File: src/hw/rtl/assert_macros.svh
// Assertion macros shared by the RTL of the frame zero-pad / resize block.
// Depends on a clock named clk and an active-low reset named rst_n in the including scope.
`ifndef ASSERT_MACROS_SVH
`define ASSERT_MACROS_SVH

// Same-cycle implication, checked outside reset.
`define FZ_ASSERT_IMP(lbl, ante, cons, msg) \
  lbl: assert property (@(posedge clk) disable iff (!rst_n) (ante) |-> (cons)) else $error(msg);

// Next-cycle implication, checked outside reset.
`define FZ_ASSERT_NXT(lbl, ante, cons, msg) \
  lbl: assert property (@(posedge clk) disable iff (!rst_n) (ante) |=> (cons)) else $error(msg);

`endif

File: src/hw/rtl/fzpr_pkg.sv
// Package for the frame zero-pad / resize block: sizes, codes and the command type.
// No dependencies; every RTL module of the block imports it.
`default_nettype none

package fzpr_pkg;

  localparam int FZ_MAX_FRAME   = 1024;
  localparam int FZ_SAMPLE_BITS = 16;
  localparam int CFG_DW         = 11;
  localparam int CFG_IW         = 2;
  localparam int QDEPTH         = 4;

  localparam logic [CFG_IW-1:0] CFG_IN_LEN  = 2'd0;
  localparam logic [CFG_IW-1:0] CFG_OUT_LEN = 2'd1;
  localparam logic [CFG_IW-1:0] CFG_ZPHASE  = 2'd2;

  localparam logic OP_PUSH = 1'b0;
  localparam logic OP_PULL = 1'b1;

  typedef enum logic [1:0] {
    CMD_WRITE,
    CMD_READ,
    CMD_ZERO,
    CMD_NOTREADY
  } cmd_kind_t;

  typedef struct packed {
    cmd_kind_t kind;
    logic      last;
  } cmd_t;

endpackage

`default_nettype wire

File: src/hw/rtl/fzpr_queue.sv
// Short first-in first-out queue of commands between front and back end.
// Depends on fzpr_pkg for its depth.
`default_nettype none

module fzpr_queue import fzpr_pkg::*; #(
  parameter int WIDTH = 8,
  localparam int PW = $clog2(QDEPTH),
  localparam int CW = $clog2(QDEPTH + 1)
) (
  input  logic             clk,
  input  logic             rst_n,
  input  logic             push,
  input  logic [WIDTH-1:0] push_data,
  input  logic             pop,
  output logic [WIDTH-1:0] head,
  output logic             full,
  output logic             empty
);

  logic [WIDTH-1:0] slot_r [QDEPTH];
  logic [PW-1:0]    wr_r, wr_nxt;
  logic [PW-1:0]    rd_r, rd_nxt;
  logic [CW-1:0]    cnt_r, cnt_nxt;
  logic             do_push, do_pop;

  assign full    = (cnt_r == CW'(QDEPTH));
  assign empty   = (cnt_r == '0);
  assign head    = slot_r[rd_r];
  assign do_push = push && !full;
  assign do_pop  = pop && !empty;

  always_comb begin
    wr_nxt  = do_push ? wr_r + PW'(1) : wr_r;
    rd_nxt  = do_pop ? rd_r + PW'(1) : rd_r;
    cnt_nxt = cnt_r + CW'(do_push) - CW'(do_pop);
  end

  always_ff @(posedge clk) begin
    if (do_push) begin
      slot_r[wr_r] <= push_data;
    end
  end

  always_ff @(posedge clk) begin
    if (!rst_n) begin
      wr_r  <= '0;
      rd_r  <= '0;
      cnt_r <= '0;
    end else begin
      wr_r  <= wr_nxt;
      rd_r  <= rd_nxt;
      cnt_r <= cnt_nxt;
    end
  end

endmodule

`default_nettype wire

File: config.mk
export PLATFORM = sky130hd
export DESIGN_NAME = fzpr_queue
export DESIGN_NICKNAME = d
export VERILOG_FILES = /design/src/hw/rtl/assert_macros.svh /design/src/hw/rtl/fzpr_pkg.sv /design/src/hw/rtl/fzpr_queue.sv
export SDC_FILE = /design/constraint.sdc
export NUM_CORES = 1
export LEC_CHECK = 0
export BUFFER_PORTS_ARGS = -buffer_cell sky130_fd_sc_hd__buf_2
export CORE_MARGIN = 2
export CORE_UTILIZATION = 55
export DETAILED_ROUTE_END_ITERATION = 6
export GPL_TIMING_DRIVEN = 1
export HOLD_SLACK_MARGIN = 0.12
export PLACE_DENSITY = 0.74
export SLEW_MARGIN = 0
export SYNTH_ARGS = -nofsm -noshare
export SYNTH_HDL_FRONTEND = slang
export SYNTH_SLANG_ARGS = --single-unit
File: constraint.sdc
create_clock -name clk -period 2.3 [get_ports clk]
set_input_delay 0.46 -clock clk [delete_from_list [all_inputs] [get_ports clk]]
set_output_delay 0.46 -clock clk [all_outputs]
set_load 0.02 [all_outputs]
==> impl_summary.md <==
Status
The flow ran to the end, but the final reports show violations. The final reports fail on DRC.

Flow run
Across the run, the number of max-cap violations was 0.

Synthesis
The flip-flop cell with the highest count after synthesis is edfxtp_1. The simple-gate share of the synthesized area is 7.24%. The count of warnings emitted by yosys is 0. The fraction of synthesis flops using an asynchronous set or reset pin is 0%. After synthesis, the share of cell area in mux cells is 12.2%. Counting instances in the post-synthesis netlist gives the leading cell types as edfxtp_1 (32), dfxtp_1 (9), mux4_2 (8).

Ranked by total cell area, the synthesized netlist is headed by edfxtp_1 (59%), dfxtp_1 (11%), mux4_2 (11%), ha_1 (4.6%), and2_1 (2.7%). Of the synthesized area, sequential elements account for 69.5%. Averaged over all synthesized cells, the footprint is 17.7 µm². Summed over its instances, the top area cell type makes up 58.5% of the synthesized netlist area. The most frequent cell after synthesis is edfxtp_1.

The share of the synthesized area in compound gates (AO/OA/AOI/OAI) is 1.37%. In this run the cell area of the synthesized design comes to 0.00164 mm². The number of cells produced by synthesis is 93. The number of nets produced by synthesis is 112. The library cell occupying the most area in the post-synthesis netlist is edfxtp_1. The distinct cell type count after synthesis is 20. By area, the combinational part of the netlist is dominated by multiplexers.

The number of flops mapped to enable cells by yosys is 32. The share of synthesized cell area in full adder, half adder and majority cells is 5.79%. In this run, synthesis produced a sequential element count of 41.

The synthesized netlist devotes 1.07% of its cell area to XOR and XNOR gates.

STA
The setup clock skew after layout is 0.00663 ns. Setup repair after global routing left no endpoint under its margin. The number of pins with negative max-slew slack in the final report is 0. For the pin with the worst max-slew slack, the measured transition is 0.419 ns.

The final count of hold timing violations is 0. Setup slack on the critical path of the routed design comes to 0.190 ns. The peak clock frequency supported by timing is 0.474 GHz. In the finished design, the share of the clock period the worst path needs comes to 91.7%. Measured against its own limit, the worst slew margin works out to 72.1%. The final count of negative-setup-slack endpoints is 0. After layout, the minimum clock period comes to 2.11 ns. The final setup TNS is 0 ns.

Clock network
The tree is rooted in a clkbuf_4. The number of clock buffers inserted by TritonCTS is 5. The total number of H-tree levels is 2.

The cts-stage hold buffer count is 0. After clock tree synthesis, the clock-pin slew on the worst setup and hold paths is 0.11 ns. Post-CTS timing repair inserted 0 buffers for setup. Clock latency on the worst-skew pair, taken at its later pin, is 0.33 ns. No sink is reached through more buffers than the 2 on the longest clock path. The number of sinks handled by clock tree synthesis is 41. The number of gates resized after CTS is 0. The clock tree from TritonCTS is yes.

Setup path
The worst-path maximum fanout is 5. The kind of capture point of the worst setup path is a flip-flop. At the worst endpoint, the required time is 2.54 ns. The signal arrival time at the worst endpoint is 2.35 ns. The worst setup path is launched from a flip-flop. The critical path is of the reg -> reg type.

Power
In this run, the combinational gates consume 26.6% of the power. The internal power of the cells totals 1.50 mW. The clock power share is 26.8%.

Summed over all nets, the switching power comes to 571 µW. Registers are responsible for 46.7% of the overall power. IR analysis of the VDD net gives a maximum drop of 0.626 mV. The net switching fraction of the power is 27.6%. Power spread over the standard cell area amounts to 1100 mW/mm². The static leakage is 0.698 nW.

Global routing
The number of antenna violations at the first check in global routing was 0. The via count of the first global-routing pass is 863. The overall track demand over capacity in global routing is 16.1%. The total overflow left after global routing is 0. The global-route wire length before repair is 3.82 mm. Entering global routing, the biggest net connects 14 pins.

Placement
Before CTS, the worst setup slack after placement is 0.135 ns. The HPWL reported at the end of detailed placement is 1.62 mm. Summing all placed instances gives a cell area of 0.00178 mm². The final weighted congestion in routability-driven placement is 0.642. During placement, the flow inserted port buffers numbering 21.

Detailed routing
Dividing the detail-routed wire length by the instance count gives 15.4 µm. The detailed-router iteration count before antenna repair is 6. The total number of vias is 828. In the routed design, unresolved DRC markers number 3.

The number of DRC markers in iteration 0 is 16. The final layout contains routed wiring with a total length of 2.32 mm. Once detail routing completed, the nets flagged for antenna violations numbered 0.

Dividing the detail-routed via count by the number of cells gives 5.48.

Floorplan
The die width is 58.6 µm. The die span in y is 58.6 µm. The core footprint is 0.00281 mm². The row count is 19. For this configuration, the core starts out at a cell density of 58.5%. The I/O pin count is 22.

The die covers 0.00344 mm².

Layout
The final layout contains 138 nets. The share of final-layout standard cells stronger than drive strength 1 is 34.2%. With fillers left out, the area of the finished cells amounts to 0.00189 mm². The number of antenna cells inserted is 0.

The area growth from synthesis to layout is 14.9%.

Min path
The tightest min-delay check is of the in -> reg type.
==> layout by cell type (no fill, tap or decap), drive strengths merged <==
cell / netlist / routed
a21boi: 1 / 1
and2: 7 / 7
buf: 2 / 23
bufinv: 0 / 2
clkbuf: 2 / 5
clkinv: 0 / 1
dfxtp: 9 / 9
edfxtp: 32 / 32
fa: 1 / 1
ha: 6 / 6
inv: 6 / 6
mux2i: 2 / 2
mux4: 8 / 8
nand2: 6 / 6
nand4bb: 1 / 1
nor2b: 2 / 2
nor3: 1 / 1
nor3b: 1 / 1
o21ai: 3 / 3
or3: 1 / 1
xnor2: 2 / 2
==> sequential cells by signal, indices dropped and copies added (netlist names), named ones only <==
| name | flops |
|---|---|
| cnt_r | 3 |
| rd_r | 2 |
| slot_r | 32 |
| wr_r | 2 |
==> power groups by stage <==
| stage | logic [mW] | clock network (mW) | registers, mW |
|---|---|---|---|
| 3_3_place_gp | 0.538 | 0 | 0.972 |
| 4_1_cts | 0.558 | 0.570 | 0.961 |
| 3_5_place_dp | 0.554 | 0 | 0.978 |
| 2_1_floorplan | 0.423 | 0 | 0.956 |
| 6_report | 0.550 | 0.554 | 0.966 |
| 5_1_grt | 0.613 | 0.592 | 0.977 |
==> critical path: stages (launching register included) <==
cell and delay [ns]:
dfxtp_1 0.37, nor3_4 0.26, nor2b_1 0.11, ha_1 0.28, inv_1 0.04, ha_1 0.18, fa_1 0.37, xnor2_1 0.14
xnor2_1 0.12, and2_1 0.14
==> through the flow <==
step                power (mW)  hold WS (ns)  cells  utilization [%]
floorplan                 1.38         0.456     93                -
global placement          1.51         0.468    143             63.3
detailed placement        1.53         0.488    143             63.3
CTS                       2.09         0.312    151             67.0
global route              2.18         0.311    151             67.2
finish                    2.07         0.334    151             67.2
==> kinds of logic (layout without fill, tap and decap cells) <==
family	count (synthesis)	in the layout
AOI/OAI and AO/OA	4	4
xor gates and xnor gates	2	2
adders and majority gates	7	7
buffers and inverters	10	37
DFF	41	41
muxes	10	10
and+or+nand+nor	19	19
==> layout make-up <==
class                           instances  area (µm²)
Clock inverter                          3        65.1
Timing Repair Buffer                   23         120
Tap cell                               31        38.8
Fill cell                             206         920
Sequential cell                        41        1140
Clock buffer                            5        37.5
Inverter                                6        22.5
Multi-Input combinational cell         42         460
==> routing by layer <==
layer | vias up | track usage [%] | part of all wire (%)
met4 | 0 | 8.12 | 1.6
met3 | 4 | 6.37 | 5.9
met5 | - | 0 | 0
met1 | 404 | 17.6 | 40
met2 | 22 | 27.1 | 52
li1 | 398 | - | -
==> final timing paths <==
| check | startpoint | end | slack (ns) | cells after the start |
|---|---|---|---|---|
| worst min-delay path | push_data[4] | slot_r[0][4] | 0.33 | 1 |
| worst max-delay path | cnt_r[1] | cnt_r[2] | 0.19 | 9 |
| worst min register to register | wr_r[1] | wr_r[1] | 0.51 | 2 |
| worst max register to register | cnt_r[1] | cnt_r[2] | 0.19 | 9 |
Note: power is estimated with default switching activity, not from simulation.
