File: config.mk
export PLATFORM = sky130hd
export DESIGN_NAME = fzpr_front
export DESIGN_NICKNAME = d
export VERILOG_FILES = /design/src/hw/rtl/assert_macros.svh /design/src/hw/rtl/fzpr_pkg.sv /design/src/hw/rtl/fzpr_front.sv
export SDC_FILE = /design/constraint.sdc
export NUM_CORES = 1
export LEC_CHECK = 0
export BUFFER_PORTS_ARGS = -buffer_cell sky130_fd_sc_hd__buf_2
export CORE_MARGIN = 3
export CORE_UTILIZATION = 55
export DETAILED_ROUTE_END_ITERATION = 12
export PLACE_DENSITY = 0.82
export SETUP_SLACK_MARGIN = 0.15
export SYNTH_ARGS = -nofsm -noshare
export SYNTH_HDL_FRONTEND = slang
export SYNTH_SLANG_ARGS = --single-unit
export TNS_END_PERCENT = 5
File: constraint.sdc
create_clock -name clk -period 16.8 [get_ports clk]
set_input_delay 3.36 -clock clk [delete_from_list [all_inputs] [get_ports clk]]
set_output_delay 3.36 -clock clk [all_outputs]
set_load 0.03 [all_outputs]
File: src/hw/rtl/assert_macros.svh
// Assertion macros shared by the RTL of the frame zero-pad / resize block.
// Depends on a clock named clk and an active-low reset named rst_n in the including scope.
`ifndef ASSERT_MACROS_SVH
`define ASSERT_MACROS_SVH

// Same-cycle implication, checked outside reset.
`define FZ_ASSERT_IMP(lbl, ante, cons, msg) \
  lbl: assert property (@(posedge clk) disable iff (!rst_n) (ante) |-> (cons)) else $error(msg);

// Next-cycle implication, checked outside reset.
`define FZ_ASSERT_NXT(lbl, ante, cons, msg) \
  lbl: assert property (@(posedge clk) disable iff (!rst_n) (ante) |=> (cons)) else $error(msg);

`endif

File: src/hw/rtl/fzpr_pkg.sv
// Package for the frame zero-pad / resize block: sizes, codes and the command type.
// No dependencies; every RTL module of the block imports it.
`default_nettype none

package fzpr_pkg;

  localparam int FZ_MAX_FRAME   = 1024;
  localparam int FZ_SAMPLE_BITS = 16;
  localparam int CFG_DW         = 11;
  localparam int CFG_IW         = 2;
  localparam int QDEPTH         = 4;

  localparam logic [CFG_IW-1:0] CFG_IN_LEN  = 2'd0;
  localparam logic [CFG_IW-1:0] CFG_OUT_LEN = 2'd1;
  localparam logic [CFG_IW-1:0] CFG_ZPHASE  = 2'd2;

  localparam logic OP_PUSH = 1'b0;
  localparam logic OP_PULL = 1'b1;

  typedef enum logic [1:0] {
    CMD_WRITE,
    CMD_READ,
    CMD_ZERO,
    CMD_NOTREADY
  } cmd_kind_t;

  typedef struct packed {
    cmd_kind_t kind;
    logic      last;
  } cmd_t;

endpackage

`default_nettype wire

File: src/hw/rtl/fzpr_front.sv
// Front end: accepts requests, tracks the frame fill and output position, maps positions.
// Depends on fzpr_pkg; feeds fzpr_queue.
`default_nettype none

module fzpr_front import fzpr_pkg::*; #(
  parameter int MAX_FRAME   = FZ_MAX_FRAME,
  parameter int SAMPLE_BITS = FZ_SAMPLE_BITS,
  localparam int AW = $clog2(MAX_FRAME),
  localparam int LW = $clog2(MAX_FRAME + 1)
) (
  input  logic                   clk,
  input  logic                   rst_n,
  input  logic                   in_valid,
  output logic                   in_ready,
  input  logic                   in_operation,
  input  logic [SAMPLE_BITS-1:0] in_sample_in,
  input  logic [LW-1:0]          in_len,
  input  logic [LW-1:0]          out_len,
  input  logic                   zero_phase,
  input  logic                   q_full,
  output logic                   q_push,
  output cmd_t                   q_cmd,
  output logic [AW-1:0]          q_addr,
  output logic [AW-1:0]          q_index,
  output logic [SAMPLE_BITS-1:0] q_data
);

  logic [LW-1:0] loaded_r, loaded_nxt;
  logic [AW-1:0] pos_r, pos_nxt;
  logic          accept;
  logic          frame_done;
  logic [AW-1:0] p;
  logic [LW-1:0] pe;
  logic          last;
  logic [LW-1:0] h, b, n, l;
  logic [LW-1:0] map_addr;
  logic          map_zero;

  assign in_ready   = !q_full;
  assign accept     = in_valid && in_ready;
  assign frame_done = (loaded_r >= in_len);
  assign p          = (LW'(pos_r) >= out_len) ? '0 : pos_r;
  assign pe         = LW'(p);
  assign last       = (pe == out_len - LW'(1));

  assign h = in_len >> 1;
  assign b = (out_len - in_len) >> 1;
  assign n = out_len >> 1;
  assign l = (in_len - out_len) >> 1;

  // Position to frame address; map_zero marks padded positions.
  always_comb begin
    map_addr = pe;
    map_zero = 1'b0;
    if (out_len > in_len) begin
      if (zero_phase) begin
        if (pe < h) begin
          map_addr = pe;
        end else if (pe >= out_len - h) begin
          map_addr = pe - out_len + (h << 1);
        end else begin
          map_zero = 1'b1;
        end
      end else begin
        if (pe >= b && pe < b + in_len) begin
          map_addr = pe - b;
        end else begin
          map_zero = 1'b1;
        end
      end
    end else if (out_len < in_len) begin
      if (zero_phase) begin
        if (pe < n) begin
          map_addr = pe;
        end else if (pe < (n << 1)) begin
          map_addr = in_len - (n << 1) + pe;
        end else begin
          map_zero = 1'b1;
        end
      end else begin
        map_addr = l + pe;
      end
    end
  end

  always_comb begin
    loaded_nxt = loaded_r;
    pos_nxt    = pos_r;
    q_push     = 1'b0;
    q_cmd.kind = CMD_WRITE;
    q_cmd.last = 1'b0;
    q_addr     = AW'(loaded_r);
    q_index    = '0;
    q_data     = in_sample_in;
    if (accept) begin
      if (in_operation == OP_PUSH) begin
        if (!frame_done) begin
          q_push     = 1'b1;
          loaded_nxt = loaded_r + LW'(1);
        end
      end else if (!frame_done) begin
        q_push     = 1'b1;
        q_cmd.kind = CMD_NOTREADY;
      end else begin
        q_push     = 1'b1;
        q_cmd.kind = map_zero ? CMD_ZERO : CMD_READ;
        q_cmd.last = last;
        q_addr     = AW'(map_addr);
        q_index    = p;
        if (last) begin
          pos_nxt    = '0;
          loaded_nxt = '0;
        end else begin
          pos_nxt = p + AW'(1);
        end
      end
    end
  end

  always_ff @(posedge clk) begin
    if (!rst_n) begin
      loaded_r <= '0;
      pos_r    <= '0;
    end else begin
      loaded_r <= loaded_nxt;
      pos_r    <= pos_nxt;
    end
  end

endmodule

`default_nettype wire

==> run_results.csv <==
group,metric,value,unit
floorplan,initial_utilization,0.578,
yosys,yosysWarnings,0,
layout,layout-drive-gt1-share,0.0768,
outcome,outcome,"complete, no violations",
yosys,synth.avg_cell_area,7.32,sq um
sta,hold_viol_final,0,
routing,drt-initial-drc-count,872,
floorplan,die_y,123,um
worst_setup_path,endpoint_kind,"output pin",
worst_hold_path,hold_class,"register to register",
worst_setup_path,worstPathMaxFanout,12,
sta,fmax,0.0782,GHz
yosys,synth_seq_area_share,0.0563,
layout,nets,1227,
sta,period_minus_slack,12.78,ns
sta,drv_slew,0,
worst_setup_path,reg2reg_depth,12,
global_route,grt_use_total,0.330,
layout,fillers,1244,
worst_setup_path,crit_type,"input pin to output pin",
sta,setup-violations-final,0,
run,max-cap-violations,0,
yosys,netlist_area,7470,sq um
power_and_ir_drop,power.leakage,3.74,nW
sta,relSlewSlack,0.225,
placement,hpwl,20100,um
floorplan,row_count,41,
clock_tree,path_clk_slew,0.05,ns
placement,dp_slack,4.22,ns
floorplan,dieArea,15000,sq um
sta,fin_crit_sh,0.761,
placement,port_buffers,52,
clock_tree,cts.path.max_buffers,2,
yosys,synth_ff_type,"dfxtp_1",
worst_setup_path,cp.arrival,9.42,ns
worst_setup_path,required,13.44,ns
worst_setup_path,start_kind,"input pin",
routing,firstDrtPassIters,5,
clock_tree,post_cts_resized,0,
yosys,synthArstFlopShare,0,
layout,fin_area,7780,sq um
placement,placed_area,7700,sq um
clock_tree,cts_setup_buffers,0,
global_route,grt_max_degree,46,
clock_tree,htree_levels,1,
sta,tns,0,ns
global_route,antenna_found_initial,0,
layout,post-route-util,0.602,
clock_tree,clock-root-buffer,"clkbuf_16",
routing,wl_per_cell,20.9,um
routing,vias_per_cell,6.62,
sta,fin_ws,4.02,ns
sta,tightest_slew,1.16,ns
yosys,syn_inst,1020,
yosys,synth_seq_cells,21,
global_route,grt_overflow,0,
clock_tree,numClockSinks,21,
yosys,synth_edf_count,0,
global_route,grt_pass1_vias,7351,
routing,route.detailed.drc,0,
clock_tree,clk-insertion-delay-late,0.25,ns
routing,drt-total-wl,25100,um
layout,syn2layout_area_growth,4.21,%
routing,antenna_left,0,
clock_tree,postCtsHoldBufs,0,
yosys,synthDistinctLibCells,69,
clock_tree,cts_buffers,3,
sta,fin_skew,0.00671,ns
sta,rsz0062_at_grt,"false",
floorplan,io_pins,85,
yosys,synthesis.nets,1218,
power_and_ir_drop,max-vdd-ir-drop,34.6,uV
floorplan,core,12900,sq um
layout,diodes,0,
global_route,grt_pass1_wl,39000,um
power_and_ir_drop,p_per_area,43.1,nW/um^2
floorplan,die_x,123,um
clock_tree,cts_tree,"built",
worst_hold_path,hold_path_depth,2,
routing,num_vias,7938,
placement,place.gp.congestion,1.02,
## placed cells by master, fill, tap and decap left out, drive strengths merged, types with 15 or more instances in the layout
| cell type | count |
|---|---|
| a21o | 21 |
| a21oi | 93 |
| a31oi | 16 |
| buf | 55 |
| dfxtp | 21 |
| ha | 140 |
| inv | 91 |
| mux2i | 25 |
| nand2 | 78 |
| nand3 | 28 |
| nand4 | 15 |
| nor2 | 67 |
| nor2b | 19 |
| nor3 | 17 |
| o211ai | 15 |
| o21ai | 59 |
| or3 | 19 |
| xnor2 | 43 |
| xor2 | 28 |
## per-layer routing
| layer | wire [um] | vias to the layer above | track usage | share of wire |
|---|---|---|---|---|
| met5 | 0 | - | 0 | 0 |
| met4 | 1450 | 0 | 0.155 | 0.058 |
| met3 | 2530 | 111 | 0.0512 | 0.10 |
| met2 | 10700 | 469 | 0.517 | 0.43 |
| met1 | 10400 | 3647 | 0.444 | 0.41 |
| li1 | - | 3711 | - | - |
## area by class of cell
type,count,area [sq um],area share
inverters,91,342,0.0439
clock buffers,3,75.1,0.00965
clock inverters,1,7.51,0.000965
repair buffers,55,283,0.0363
well taps,172,215,0.0277
multi-input cells,857,6440,0.827
flip-flops and latches,21,420,0.0540
## logic make-up after synthesis
group,share of synthesized area
buffers and inverters,0.0814
flip-flops,0.0563
adder cells (fa/ha/maj),0.272
XOR/XNOR,0.0833
AND/OR/NAND/NOR,0.211
AO/OA/AOI/OAI,0.255
multiplexers,0.0411
## worst paths after layout
path                                                start                   endpoint  slack [ns]
worst min-delay path            loaded_r[10]$_SDFFE_PN0P_  loaded_r[10]$_SDFFE_PN0P_        0.52
worst min register to register  loaded_r[10]$_SDFFE_PN0P_  loaded_r[10]$_SDFFE_PN0P_        0.52
worst max register to register      pos_r[2]$_SDFFE_PN0P_   loaded_r[9]$_SDFFE_PN0P_       11.81
worst max-delay path                           out_len[0]                  q_addr[8]        4.02
## synth_stat cells, types with 7 or more instances
library cell | n | area [sq um]
buf_4 | 17 | 128
o21a_1 | 7 | 52.6
nand4_1 | 15 | 93.8
nor2b_1 | 19 | 119
fa_1 | 14 | 280
a211oi_1 | 13 | 97.6
mux2i_1 | 25 | 250
nor3_1 | 17 | 85.1
o211ai_1 | 15 | 113
or4_1 | 9 | 67.6
o21bai_1 | 11 | 82.6
a21o_1 | 21 | 158
a31oi_1 | 15 | 93.8
nand3_1 | 27 | 135
o21ai_0 | 58 | 290
xnor2_1 | 43 | 377
ha_1 | 140 | 1750
xor2_1 | 28 | 245
and3_1 | 11 | 68.8
clkbuf_1 | 28 | 105
nand2b_1 | 14 | 87.6
or3_1 | 19 | 119
nand2_1 | 78 | 293
and2_1 | 8 | 50.1
dfxtp_1 | 21 | 420
a21oi_1 | 93 | 465
inv_1 | 91 | 342
nor2_1 | 67 | 251
## critical path: stages
cell	delay, ns
buf_2	0.17
inv_1	0.14
ha_1	0.19
inv_1	0.06
fa_1	0.42
xor2_1	0.39
ha_1	0.32
a21o_1	0.19
a21oi_1	0.25
o21bai_1	0.10
a21oi_1	0.23
o21bai_1	0.09
a21oi_1	0.23
o21bai_1	0.09
a21oi_1	0.18
xor2_1	0.17
ha_1	0.25
and3_1	0.20
and3_1	0.21
nand3_1	0.17
a31oi_1	0.11
nor2_1	0.90
mux2i_1	0.15
mux2_2	0.30
a221o_1	0.32
buf_2	0.18
## where the power goes
part           internal [W]  switching, W  total [W]
combinational     0.0000911      0.000143   0.000234
clock             0.0000322     0.0000184  0.0000505
sequential        0.0000500   0.000000317  0.0000503
## flip-flops by register name, indices dropped and copies added (netlist names)
signal / count
loaded_r: 11
pos_r: 10
## metrics by stage
stage / hold slack [ns] / instances / power (W)
detailed placement: 0.510 / 1196 / 0.000278
floorplan: 0.459 / 1020 / 0.000226
global placement: 0.501 / 1196 / 0.000277
finish: 0.519 / 1200 / 0.000335
CTS: 0.519 / 1200 / 0.000330
global route: 0.541 / 1200 / 0.000361
Note: power is estimated with default switching activity, not from simulation.
